`config.mk`:
```
export PLATFORM = sky130hd
export DESIGN_NAME = playfair_digram_cipher
export DESIGN_NICKNAME = d
export VERILOG_FILES = /design/src/pdc_pkg.sv /design/src/pdc_ram.sv /design/src/pdc_ctrl.sv /design/src/pdc_dpath.sv /design/src/playfair_digram_cipher.sv
export VERILOG_INCLUDE_DIRS = /design/src /design/src/src
export SDC_FILE = /design/constraint.sdc
export NUM_CORES = 1
export LEC_CHECK = 0
export BUFFER_PORTS_ARGS = -buffer_cell sky130_fd_sc_hd__buf_2
export CAP_MARGIN = 10
export CORE_MARGIN = 2
export CORE_UTILIZATION = 25
export CTS_CLUSTER_SIZE = 14
export DETAILED_ROUTE_END_ITERATION = 10
export GPL_ROUTABILITY_DRIVEN = 0
export PLACE_DENSITY_LB_ADDON = 0.15
export SYNTH_ARGS = -nofsm -noshare
export SYNTH_HDL_FRONTEND = slang
export SYNTH_HIERARCHICAL = 1
export SYNTH_SLANG_ARGS = --single-unit
```
`constraint.sdc`:
```
create_clock -name clk -period 16.34 [get_ports clk]
set_input_delay 2.451 -clock clk [delete_from_list [all_inputs] [get_ports clk]]
set_output_delay 2.451 -clock clk [all_outputs]
set_load 0.01 [all_outputs]
```
`src/playfair_digram_cipher_assert.svh`:
```
// ----------------------------------------------------------------------------
// playfair digram cipher assertion macros
// concurrent assertion wrappers, empty when building for synthesis
// ----------------------------------------------------------------------------
`ifndef PLAYFAIR_DIGRAM_CIPHER_ASSERT_SVH
`define PLAYFAIR_DIGRAM_CIPHER_ASSERT_SVH

`ifndef SYNTHESIS

// property checked on every rising edge, disabled while reset is high
`define PDC_ASSERT(label, clk, rst, prop) \
  label: assert property (@(posedge clk) disable iff (rst) prop) \
    else $error("pdc assertion failed");

// property checked on every rising edge, reset included
`define PDC_ASSERT_ALWAYS(label, clk, prop) \
  label: assert property (@(posedge clk) prop) \
    else $error("pdc assertion failed");

`else

`define PDC_ASSERT(label, clk, rst, prop)
`define PDC_ASSERT_ALWAYS(label, clk, prop)

`endif

`endif

```
`src/pdc_pkg.sv`:
```
// ----------------------------------------------------------------------------
// pdc_pkg
// shared types, constants and helper functions of the playfair digram cipher
// ----------------------------------------------------------------------------
package pdc_pkg;

  // character codes and symbol table
  localparam int CODE_W  = 6;
  localparam int SYMBOLS = 64;
  localparam int SYM_W   = (SYMBOLS > 1) ? $clog2(SYMBOLS) : 1;

  // square geometry
  localparam int CELLS  = 25;
  localparam int SIDE   = 5;
  localparam int CELL_W = 5;
  localparam int RC_W   = 3;

  // configuration port
  localparam int CFG_IDX_W = 1;
  localparam logic [CFG_IDX_W-1:0] REG_LETTER_I = 1'b0;
  localparam logic [CFG_IDX_W-1:0] REG_LETTER_J = 1'b1;

  // operation codes
  typedef enum logic [1:0] {
    CMD_CLEAR  = 2'd0,
    CMD_KEY    = 2'd1,
    CMD_FILL   = 2'd2,
    CMD_ENCODE = 2'd3
  } cmd_t;

  // controller to datapath commands
  typedef struct packed {
    logic accept;
    logic look;
    logic commit;
  } ctl_t;

  // j folds into i only when both exist and differ
  function automatic logic is_folded_j(input logic [CODE_W-1:0] c,
                                       input logic [CODE_W-1:0] i_code,
                                       input logic [CODE_W-1:0] j_code);
    return (i_code != '0) && (j_code != '0) && (i_code != j_code) &&
           (c == j_code);
  endfunction

  function automatic logic [CODE_W-1:0] fold_code(input logic [CODE_W-1:0] c,
                                                  input logic [CODE_W-1:0] i_code,
                                                  input logic [CODE_W-1:0] j_code);
    return is_folded_j(c, i_code, j_code) ? i_code : c;
  endfunction

  function automatic logic in_range(input logic [CODE_W-1:0] c);
    return (32'(c) < SYMBOLS);
  endfunction

  function automatic logic [SYM_W-1:0] sym_idx(input logic [CODE_W-1:0] c);
    return SYM_W'(c);
  endfunction

  // row of a cell index below 25
  function automatic logic [RC_W-1:0] row_of(input logic [CELL_W-1:0] p);
    logic [RC_W-1:0] r;
    r = '0;
    if (p >= CELL_W'(SIDE))     r = RC_W'(1);
    if (p >= CELL_W'(2 * SIDE)) r = RC_W'(2);
    if (p >= CELL_W'(3 * SIDE)) r = RC_W'(3);
    if (p >= CELL_W'(4 * SIDE)) r = RC_W'(4);
    return r;
  endfunction

  function automatic logic [RC_W-1:0] col_of(input logic [CELL_W-1:0] p);
    logic [RC_W-1:0] r;
    r = row_of(p);
    return RC_W'(p - CELL_W'(r) * CELL_W'(SIDE));
  endfunction

  function automatic logic [RC_W-1:0] wrap_inc(input logic [RC_W-1:0] v);
    return (v == RC_W'(SIDE - 1)) ? '0 : RC_W'(v + RC_W'(1));
  endfunction

  function automatic logic [CELL_W-1:0] cell_at(input logic [RC_W-1:0] r,
                                                input logic [RC_W-1:0] c);
    return CELL_W'(CELL_W'(r) * CELL_W'(SIDE) + CELL_W'(c));
  endfunction

endpackage

```
`src/pdc_ram.sv`:
```
// ----------------------------------------------------------------------------
// pdc_ram
// generic ram, one write port and two registered read ports
// ----------------------------------------------------------------------------
module pdc_ram #(
  parameter int WIDTH = 8,
  parameter int DEPTH = 32
) (
  input  logic                     clk,
  input  logic                     we,
  input  logic [$clog2(DEPTH)-1:0] waddr,
  input  logic [WIDTH-1:0]         wdata,
  input  logic [$clog2(DEPTH)-1:0] raddr_a,
  input  logic [$clog2(DEPTH)-1:0] raddr_b,
  output logic [WIDTH-1:0]         rdata_a,
  output logic [WIDTH-1:0]         rdata_b
);

  logic [WIDTH-1:0] mem [DEPTH];

  // write port
  always_ff @(posedge clk) begin
    if (we) begin
      mem[waddr] <= wdata;
    end
  end

  // registered reads
  always_ff @(posedge clk) begin
    rdata_a <= mem[raddr_a];
    rdata_b <= mem[raddr_b];
  end

endmodule

```
`src/pdc_ctrl.sv`:
```
// ----------------------------------------------------------------------------
// pdc_ctrl
// sequencer: accept a word, look up positions, commit and fill the output slot
// ----------------------------------------------------------------------------
`include "playfair_digram_cipher_assert.svh"

module pdc_ctrl (
  input  logic          clk,
  input  logic          rst,
  input  logic          in_valid,
  output logic          in_stall,
  output logic          out_valid,
  input  logic          out_stall,
  output pdc_pkg::ctl_t ctl
);

  import pdc_pkg::*;

  typedef enum logic [1:0] {
    S_IDLE,
    S_LOOK,
    S_FIN
  } state_t;

  state_t state;

  // handshake and commands
  assign in_stall   = (state != S_IDLE);
  assign ctl.accept = (state == S_IDLE) && in_valid;
  assign ctl.look   = (state == S_LOOK);
  assign ctl.commit = (state == S_FIN) && (!out_valid || !out_stall);

  // state and output slot
  always_ff @(posedge clk) begin
    if (rst) begin
      state     <= S_IDLE;
      out_valid <= 1'b0;
    end else begin
      case (state)
        S_IDLE: begin
          if (in_valid) state <= S_LOOK;
        end
        S_LOOK: begin
          state <= S_FIN;
        end
        S_FIN: begin
          if (ctl.commit) state <= S_IDLE;
        end
        default: begin
          state <= S_IDLE;
        end
      endcase
      if (ctl.commit) begin
        out_valid <= 1'b1;
      end else if (!out_stall) begin
        out_valid <= 1'b0;
      end
    end
  end

  `PDC_ASSERT_ALWAYS(a_reset_idle, clk, rst |=> (state == S_IDLE) && !out_valid)
  `PDC_ASSERT(a_accept_look, clk, rst, ctl.accept |=> ctl.look)
  `PDC_ASSERT(a_commit_out, clk, rst, ctl.commit |=> out_valid)
  `PDC_ASSERT(a_fin_from_look, clk, rst,
    (state == S_FIN) |-> ($past(state) == S_LOOK) || ($past(state) == S_FIN))

endmodule

```
`src/pdc_dpath.sv`:
```
// ----------------------------------------------------------------------------
// pdc_dpath
// square storage, position lookup, cipher rules and output register
// ----------------------------------------------------------------------------
`include "playfair_digram_cipher_assert.svh"

module pdc_dpath (
  input  logic                                 clk,
  input  logic                                 rst,
  input  pdc_pkg::ctl_t                        ctl,
  input  logic                                 cfg_we,
  input  logic [pdc_pkg::CFG_IDX_W-1:0]        cfg_index,
  input  logic [pdc_pkg::CODE_W-1:0]           cfg_data,
  input  logic [1:0]                           cmd,
  input  logic [pdc_pkg::CODE_W-1:0]           first_char,
  input  logic [pdc_pkg::CODE_W-1:0]           second_char,
  input  logic                                 has_second,
  output logic [pdc_pkg::CODE_W-1:0]           out_first,
  output logic [pdc_pkg::CODE_W-1:0]           out_second,
  output logic                                 enciphered,
  output logic                                 placed
);

  import pdc_pkg::*;

  // configuration registers
  logic [CODE_W-1:0] letter_i_code;
  logic [CODE_W-1:0] letter_j_code;

  always_ff @(posedge clk) begin
    if (rst) begin
      letter_i_code <= '0;
      letter_j_code <= '0;
    end else if (cfg_we) begin
      if (cfg_index == REG_LETTER_I) letter_i_code <= cfg_data;
      if (cfg_index == REG_LETTER_J) letter_j_code <= cfg_data;
    end
  end

  // captured word
  cmd_t              cmd_r;
  logic [CODE_W-1:0] a_r;
  logic [CODE_W-1:0] b_r;
  logic              pair_r;

  always_ff @(posedge clk) begin
    if (ctl.accept) begin
      cmd_r  <= cmd_t'(cmd);
      a_r    <= first_char;
      b_r    <= second_char;
      pair_r <= has_second;
    end
  end

  // square state: presence flags and fill count
  logic [SYMBOLS-1:0] present;
  logic [CELL_W-1:0]  fill_count;

  // folded codes of the captured word
  logic [CODE_W-1:0] a_f;
  logic [CODE_W-1:0] b_f;
  assign a_f = fold_code(a_r, letter_i_code, letter_j_code);
  assign b_f = fold_code(b_r, letter_i_code, letter_j_code);

  // placement decision
  logic [CODE_W-1:0] place_code;
  logic              place_cmd;
  logic              place_ok;
  logic              do_place;
  logic              do_clear;

  assign place_code = (cmd_r == CMD_KEY) ? a_f : a_r;
  assign place_cmd  = (cmd_r == CMD_KEY) ||
                      ((cmd_r == CMD_FILL) &&
                       !is_folded_j(a_r, letter_i_code, letter_j_code));
  assign place_ok   = place_cmd && (place_code != '0) && in_range(place_code) &&
                      (fill_count < CELL_W'(CELLS)) &&
                      !present[sym_idx(place_code)];
  assign do_place   = ctl.commit && place_ok;
  assign do_clear   = ctl.commit && (cmd_r == CMD_CLEAR);

  always_ff @(posedge clk) begin
    if (rst) begin
      present    <= '0;
      fill_count <= '0;
    end else if (do_clear) begin
      present    <= '0;
      fill_count <= '0;
    end else if (do_place) begin
      present[sym_idx(place_code)] <= 1'b1;
      fill_count                   <= CELL_W'(fill_count + CELL_W'(1));
    end
  end

  // position memory, read at accept with the incoming folded codes
  logic [CELL_W-1:0] pos_a;
  logic [CELL_W-1:0] pos_b;

  pdc_ram #(
    .WIDTH (CELL_W),
    .DEPTH (SYMBOLS)
  ) u_pos_ram (
    .clk     (clk),
    .we      (do_place),
    .waddr   (sym_idx(place_code)),
    .wdata   (fill_count),
    .raddr_a (sym_idx(fold_code(first_char, letter_i_code, letter_j_code))),
    .raddr_b (sym_idx(fold_code(second_char, letter_i_code, letter_j_code))),
    .rdata_a (pos_a),
    .rdata_b (pos_b)
  );

  // cipher rules on the looked-up positions
  logic              found_a;
  logic              found_b;
  logic [RC_W-1:0]   r0, c0, r1, c1;
  logic [CELL_W-1:0] t0, t1;
  logic              pair_ok;

  assign found_a = (a_f != '0) && in_range(a_f) && present[sym_idx(a_f)];
  assign found_b = (b_f != '0) && in_range(b_f) && present[sym_idx(b_f)];
  assign r0 = row_of(pos_a);
  assign c0 = col_of(pos_a);
  assign r1 = row_of(pos_b);
  assign c1 = col_of(pos_b);
  assign pair_ok = pair_r && found_a && found_b && (pos_a != pos_b);

  always_comb begin
    if (r0 == r1) begin
      t0 = cell_at(r0, wrap_inc(c0));
      t1 = cell_at(r1, wrap_inc(c1));
    end else if (c0 == c1) begin
      t0 = cell_at(wrap_inc(r0), c0);
      t1 = cell_at(wrap_inc(r1), c1);
    end else begin
      t0 = cell_at(r0, c1);
      t1 = cell_at(r1, c0);
    end
  end

  // targets and verdict held through the commit state
  logic [CELL_W-1:0] t0_r;
  logic [CELL_W-1:0] t1_r;
  logic              enc_ok;

  always_ff @(posedge clk) begin
    if (ctl.look) begin
      t0_r   <= t0;
      t1_r   <= t1;
      enc_ok <= pair_ok && (t0 < fill_count) && (t1 < fill_count);
    end
  end

  // square cell memory, cells below fill_count hold valid characters
  logic [CODE_W-1:0] cell_a;
  logic [CODE_W-1:0] cell_b;

  pdc_ram #(
    .WIDTH (CODE_W),
    .DEPTH (CELLS)
  ) u_cell_ram (
    .clk     (clk),
    .we      (do_place),
    .waddr   (fill_count),
    .wdata   (place_code),
    .raddr_a (ctl.look ? t0 : t0_r),
    .raddr_b (ctl.look ? t1 : t1_r),
    .rdata_a (cell_a),
    .rdata_b (cell_b)
  );

  // output register
  always_ff @(posedge clk) begin
    if (ctl.commit) begin
      case (cmd_r)
        CMD_ENCODE: begin
          out_first  <= enc_ok ? cell_a : a_r;
          out_second <= enc_ok ? cell_b : (pair_r ? b_r : '0);
          enciphered <= enc_ok;
          placed     <= 1'b0;
        end
        default: begin
          out_first  <= '0;
          out_second <= '0;
          enciphered <= 1'b0;
          placed     <= place_ok;
        end
      endcase
    end
  end

  `PDC_ASSERT(a_fill_max, clk, rst, fill_count <= CELL_W'(CELLS))
  `PDC_ASSERT(a_fill_step, clk, rst,
    do_place && !do_clear |=> fill_count == CELL_W'($past(fill_count) + CELL_W'(1)))

endmodule

```
`src/playfair_digram_cipher.sv`:
```
// ----------------------------------------------------------------------------
// playfair_digram_cipher
// builds a 5x5 playfair square from keyword and fill characters and
// enciphers letter pairs with it
// ----------------------------------------------------------------------------
//  channel  | handshake           | payload
//  ---------+---------------------+------------------------------------------
//  in       | in_valid / in_stall | cmd, first_char, second_char, has_second
//  out      | out_valid/out_stall | out_first, out_second, enciphered, placed
//  cfg      | cfg_we              | cfg_index, cfg_data
//
//  every word passes through accept, position memory read, and cell memory
//  read with commit; the two registered memory reads lie in series
//  reset clears the square at once through per-symbol presence flags
//  a clear command empties the square in its commit cycle, no sweep
//  a new word is accepted while a result waits in the output register;
//  the commit stalls only while that register is full and stalled
// ----------------------------------------------------------------------------
module playfair_digram_cipher (
  input  logic                          clk,
  input  logic                          rst,
  input  logic                          in_valid,
  output logic                          in_stall,
  input  logic [1:0]                    cmd,
  input  logic [pdc_pkg::CODE_W-1:0]    first_char,
  input  logic [pdc_pkg::CODE_W-1:0]    second_char,
  input  logic                          has_second,
  output logic                          out_valid,
  input  logic                          out_stall,
  output logic [pdc_pkg::CODE_W-1:0]    out_first,
  output logic [pdc_pkg::CODE_W-1:0]    out_second,
  output logic                          enciphered,
  output logic                          placed,
  input  logic                          cfg_we,
  input  logic [pdc_pkg::CFG_IDX_W-1:0] cfg_index,
  input  logic [pdc_pkg::CODE_W-1:0]    cfg_data
);

  import pdc_pkg::*;

  ctl_t ctl;

  // sequencer
  pdc_ctrl u_ctrl (
    .clk       (clk),
    .rst       (rst),
    .in_valid  (in_valid),
    .in_stall  (in_stall),
    .out_valid (out_valid),
    .out_stall (out_stall),
    .ctl       (ctl)
  );

  // square and cipher datapath
  pdc_dpath u_dpath (
    .clk         (clk),
    .rst         (rst),
    .ctl         (ctl),
    .cfg_we      (cfg_we),
    .cfg_index   (cfg_index),
    .cfg_data    (cfg_data),
    .cmd         (cmd),
    .first_char  (first_char),
    .second_char (second_char),
    .has_second  (has_second),
    .out_first   (out_first),
    .out_second  (out_second),
    .enciphered  (enciphered),
    .placed      (placed)
  );

endmodule

```
After elaboration in Yosys (flattened, before gate mapping). Memories as Yosys holds them, arrays and structs flattened. A register that Yosys moved wholly into a read port is not among the register bits. Cells that the tools add are included.

Register bits: 124. Bits in writable memories: 470. Bits of input ports: 27. Output and inout port bits: 16. Logic and storage cells: 154. Memories kept: 2.

Memory list: u_dpath.u_pos_ram.mem (depth 64, bits a word 5, read ports 2, clocked after Yosys merged registers in 2, write ports 1, line pdc_ram.sv:19) `logic [WIDTH-1:0] mem [DEPTH];`; u_dpath.u_cell_ram.mem (depth 25, bits a word 6, read ports 2, clocked after Yosys merged registers in 2, write ports 1, line pdc_ram.sv:19).

Add/sub/neg operators: 13. Multipliers: 4. Order comparisons: 15. Equality and inequality tests: 20. Mux-type cells: 41. Bitwise gates (word level): 2. Reduce and logical (&&, ||, !) cells: 40.

Operators by type and width (count): OR 64 bit (1); two-way mux 6 bit (8); adder 5 x 3 -> 5 bit (6); two-way mux 5 bit (6); nonzero test 6 bit (5); equality test 6 bit (4); logical AND 1 bit (22); < comparator 6 x 7 -> 1 bit, second input constant (3); >= comparator 5 x 4 -> 1 bit, second input constant (4); multiplier 3 x 3 -> 5 bit, second input constant (4); binary-select mux 1 bit (select 6 bit) (3); two-way mux 3 bit (6); adder 3 x 1 -> 3 bit, second input constant (4); equality test 3 bit, second input constant (4); two-way mux 2 bit (6); >= comparator 5 x 3 -> 1 bit, second input constant (2); >= comparator 5 bit, second input constant (2); < comparator 5 bit (2); two-way mux 1 bit (10); demux 1 bit (select 6 bit) (1); equality test 2 bit, second input constant (3); equality test 3 bit (2); >= comparator 6 x 1 -> 1 bit, second input constant (1); != test 6 bit (1); other kinds (15) (25).

Logic depth before layout (Yosys ltp).
Depth after elaboration: 14. Depth in mapped cells: 28. Mapped depth without buffers: 27.

Modules after synthesis. The synthesis kept the hierarchy.

By module, submodules not included: pdc_ram (u_dpath.u_pos_ram) (times used 1, cells each 832, area an instance 15493.6 um2, seq. area each 9809.4 um2); pdc_dpath (times used 1, cells each 1076, area an instance 9601.7 um2, seq. area each 2722.6 um2); pdc_ram (u_dpath.u_cell_ram) (times used 1, cells each 425, area an instance 7433.4 um2, seq. area each 4744.6 um2); pdc_ctrl (times used 1, cells each 14, area an instance 131.4 um2, seq. area each 60.1 um2).

Least setup slack after synthesis. No wires, ideal clock.

Kind: reg-to-reg. Start: register u_dpath.u_pos_ram.rdata_a[3] (read register of u_dpath.u_pos_ram.mem). End: register u_dpath.enc_ok (data pin). Library setup time: 157 ps. Data arrival time: 5389 ps. Data required time: 16183 ps. Slack: 10795 ps. Stages on the path, launching flop included: 24. Buffers on the path: 1. Clock period less this slack: 5545 ps. Cells stage by stage: dfxtp_1 inv_1 maj3_1 a221oi_2 nor2_1 ha_1 inv_1 fa_1 xnor2_1 xnor2_1 xnor2_1 nor3_1 buf_2 mux2i_1 mux2i_1 ha_1 nand4_1 a21oi_1 or4b_2 a31oi_1 o2111ai_1 nor4_1 o21ai_0 nor3_1.

Cells in the longest elaborated chain, start to end: 14. Elaborated cells between the ends (all ways): 33. Classes of those cells: add/sub: 7; mul: 2; order compare: 6; eq/ne: 5; mux: 10; reduce/logical: 3.

RTL lines: start: declaration (line pdc_ram.sv:15) `output logic [WIDTH-1:0] rdata_a,`; >= comparator 5 x 3 -> 1 bit (line pdc_pkg.sv:64) `if (p >= CELL_W'(SIDE)) r = RC_W'(1);`; two-way mux 1 bit (line pdc_pkg.sv:64); two-way mux 2 bit (line pdc_pkg.sv:65) `if (p >= CELL_W'(2 * SIDE)) r = RC_W'(2);`; two-way mux 2 bit (line pdc_pkg.sv:66) `if (p >= CELL_W'(3 * SIDE)) r = RC_W'(3);`; two-way mux 3 bit (line pdc_pkg.sv:67) `if (p >= CELL_W'(4 * SIDE)) r = RC_W'(4);`; multiplier 3 x 3 -> 5 bit (tied with other cells) (line pdc_pkg.sv:74) `return RC_W'(p - CELL_W'(r) * CELL_W'(SIDE));`; subtractor 3 bit or two-way mux 3 bit (tied branches) (line pdc_pkg.sv:74, pdc_pkg.sv:78); adder 3 x 1 -> 3 bit (tied with other cells) (line pdc_pkg.sv:78) `return (v == RC_W'(SIDE - 1)) ? '0 : RC_W'(v + RC_W'(1));`; two-way mux 3 bit or adder 5 x 3 -> 5 bit (tied branches) (line pdc_pkg.sv:78, pdc_pkg.sv:83); adder 5 x 3 -> 5 bit or two-way mux 5 bit (tied branches) (line pdc_pkg.sv:83, pdc_dpath.sv:132); two-way mux 5 bit (line pdc_dpath.sv:129) `if (r0 == r1) begin`; < comparator 5 bit (line pdc_dpath.sv:150) `enc_ok <= pair_ok && (t0 < fill_count) && (t1 < fill_count);`; logical AND 1 bit (line pdc_dpath.sv:150); logical AND 1 bit * (line pdc_dpath.sv:150); end signal: assignment (line pdc_dpath.sv:150); end: declaration (line pdc_dpath.sv:144) `logic enc_ok;`.

Every way passes the cells marked *; elsewhere a longest branch is shown, timed or not. A chain may end at the register's enable or synchronous reset.

Worst setup path in the final report. Ends and elaborated chain as after synthesis.

==> results.yml <==
outcome:
  status: "complete, no violations"
detailed_routing:
  wl_per_cell_um: 27.9
  viasPerCell: 5.29
  vias: 21893
  remaining_drc_errors: 0
  routed_wirelength_mm: 116
  drtPass1Iterations: 5
  ant_nets: 0
  drt_iter0_markers: 2019
final_layout:
  nNetsFinal: 2413
  nFillCells: 13022
  drive_gt1_frac: 0.223
  area_growth_pct: 13.4
  antenna_cells: 0
power:
  cellPowerDensity_nw_per_um2: 127
  totalPowerFinal_mw: 4.70
  ir_worst_vdd_mv: 0.0695
  p_leak_nw: 11.6
worst_setup_path:
  critPathLaunchType: "flip-flop"
  worstPathMaxFanout: 17
  crit_type: "flip-flop to flip-flop"
  cp.arrival_ns: 7.83
  worstPathRequired_ns: 16.77
  end_kind: "flip-flop"
clocking:
  cts_tree: "done"
  postCtsSetupBuffers: 0
  cts_sinks: 616
  clk_pin_slew_ns: 0.06
  cts_hold_buf: 0
  cts-root-buf: "clkbuf_16"
  cts_buffers: 76
  cts_buffer_depth: 3
  cts_max_level: 3
  cts_resized: 0
  clk_latency_ns: 0.66
timing:
  finalHoldViolCount: 0
  finalSetupTns_ns: 0
  tightest_slew_ns: 1.11
  slew-limit-headroom: 0.255
  rsz0062_at_grt: "false"
  clock_skew_ns: 0.0311
  drv_slew: 0
  fin_crit_ns: 7.40
  period_share: 0.453
  whs_ns: 0.499
  setup_viol: 0
  max_clock_freq_mhz: 135
global_route:
  grt_pass1_vias: 22221
  grt_overflow_total: 0
  track_usage: 0.172
  grt_pass1_wl_mm: 167
  grt_start_max_net_pins: 73
  antenna_found_initial: 2
floorplanning:
  die_w_um: 365
  std_cell_rows: 132
  die_h_um: 365
  initial_core_util: 0.252
  core_area_um2: 130000
  ioPinCount: 43
  dieArea_um2: 134000
logic_synthesis:
  async_flop_share: 0
  ys_ff_latch: 616
  synth_top_area_frac: 0.460
  synth.distinct_cells: 97
  avgSynthCellArea_um2: 13.9
  yosysTopAreaCell: "edfxtp_1"
  syn_nets: 2423
  synth_edf_count: 500
  yosys_warnings: 6
  synth_ff_type: "edfxtp_1"
  netlist_area_um2: 32700
  synth_area_leaders: "edfxtp_1 46%, mux4_2 17%, dfxtp_1 7.1%"
  syn_inst: 2347
  yosysSeqAreaShare: 0.531
placement:
  portBuffers: 42
  dp_hpwl_mm: 78.4
min_path:
  holdCritPathClass: "flip-flop to flip-flop"
run:
  cap_viol_max_count: 0
[stage by stage]
step / worst slack, ns / cell area, µm² / std cells / util
after floorplan: 10.79 / 32700 / 2347 / -
after global placement: 8.85 / 34500 / 4001 / 0.266
after detailed placement: 8.80 / 34500 / 4001 / 0.266
after CTS: 8.76 / 37000 / 4141 / 0.286
after global routing: 8.08 / 37000 / 4141 / 0.286
final: 8.94 / 37000 / 4141 / 0.286
[cells by family (layout without fill, tap and decap cells)]
logic type	Yosys count	after routing	synth area share
fa+ha+maj	50	50	0.0209
simple gates	577	577	0.0863
compound gates	395	395	0.0870
flops	616	616	0.531
mux	421	421	0.224
buf+inv	231	283	0.0360
xor+xnor	57	57	0.0153
[layout by cell type, fill, tap and decap left out, types with 33 or more instances in the layout]
master	n
nand2_1	135
dfxtp_1	111
buf_4	46
a21oi_1	82
ha_1	41
nand2b_1	40
nand3_1	43
nor2_1	192
edfxtp_1	500
buf_2	42
mux2_2	33
clkbuf_16	77
mux2i_1	135
a32o_1	48
o21ai_0	33
mux4_2	241
inv_1	50
[synth_stat cells, types with 14 or more instances]
cell type	instances
and2_1	14
mux2i_1	137
mux2_2	37
nor2_1	192
nand2_1	135
nor3_1	31
o211ai_1	20
buf_6	17
ha_1	41
a21oi_1	84
clkbuf_1	77
xnor2_1	28
buf_2	44
dfxtp_1	116
a22oi_1	29
edfxtp_1	500
buf_4	26
o22ai_1	26
nand3_1	43
nor2b_1	27
nand2b_1	40
nand4_1	22
a31oi_1	30
inv_1	50
o21ai_0	36
mux4_2	241
xor2_1	29
a32o_1	48
[flip-flops by register name, indices dropped and copies added, names as in the netlist, 5 cells and up]
name                        count
u_dpath/a_r                     6
u_dpath/b_r                     6
u_dpath/fill_count              5
u_dpath/letter_i_code           6
u_dpath/letter_j_code           6
u_dpath/out_first               6
u_dpath/out_second              6
u_dpath/present                64
u_dpath/t0_r                    5
u_dpath/t1_r                    5
u_dpath/u_cell_ram/mem        150
u_dpath/u_cell_ram/rdata_a      6
u_dpath/u_cell_ram/rdata_b      6
u_dpath/u_pos_ram/mem         320
u_dpath/u_pos_ram/rdata_a       5
u_dpath/u_pos_ram/rdata_b       5
[layer usage]
layer	wire length, µm	track usage
met3	6980	0.0281
met5	0	0
met4	2840	0.0489
met2	55300	0.285
met1	50500	0.233
[where the power goes]
| part | switching (mW) | internal, mW |
|---|---|---|
| clock network | 0.712 | 0.991 |
| registers | 0.0289 | 1.73 |
| logic | 0.745 | 0.500 |
| total | 1.49 | 3.22 |
[cell type report]
cell class              count  area (µm²)  area share
clock buffers              90        1990      0.0536
well taps                1742        2180      0.0588
inverters                  55         206     0.00557
multi-input cells        1500       14300       0.385
repair buffers             88         556      0.0150
flip-flops and latches    616       17300       0.468
clock inverters            50         527      0.0142
[path summary, 6_finish.rpt]
kind	start	endpoint	slack, ns	cells after the start
worst min-delay path	u_dpath/present[22]	u_dpath/present[22]	0.50	1
worst max register to register	u_dpath/u_pos_ram/rdata_a[3]	u_dpath/enc_ok	8.94	24
worst min register to register	u_dpath/present[22]	u_dpath/present[22]	0.50	1
worst max-delay path	u_dpath/u_pos_ram/rdata_a[3]	u_dpath/enc_ok	8.94	24
[worst max-delay path, cell delays in order (launching register included)]
cell and delay, ns:
dfxtp_1 0.50, inv_1 0.11, maj3_1 0.38, a221oi_2 0.58
nor2_1 0.25, ha_1 0.25, inv_1 0.06, fa_1 0.18
xnor2_1 0.08, xnor2_1 0.47, xnor2_1 0.16, nor3_2 0.92
o21ai_0 0.23, o311ai_1 0.16, a21boi_1 0.10, nor2_1 0.22
ha_1 0.30, nand4_1 0.12, a21oi_1 0.07, or4b_2 0.69
a31oi_1 0.34, o2111ai_1 0.29, nor4_1 0.27, o21ai_0 0.14
nor3_1 0.32
Note: power is estimated with default switching activity, not from simulation.
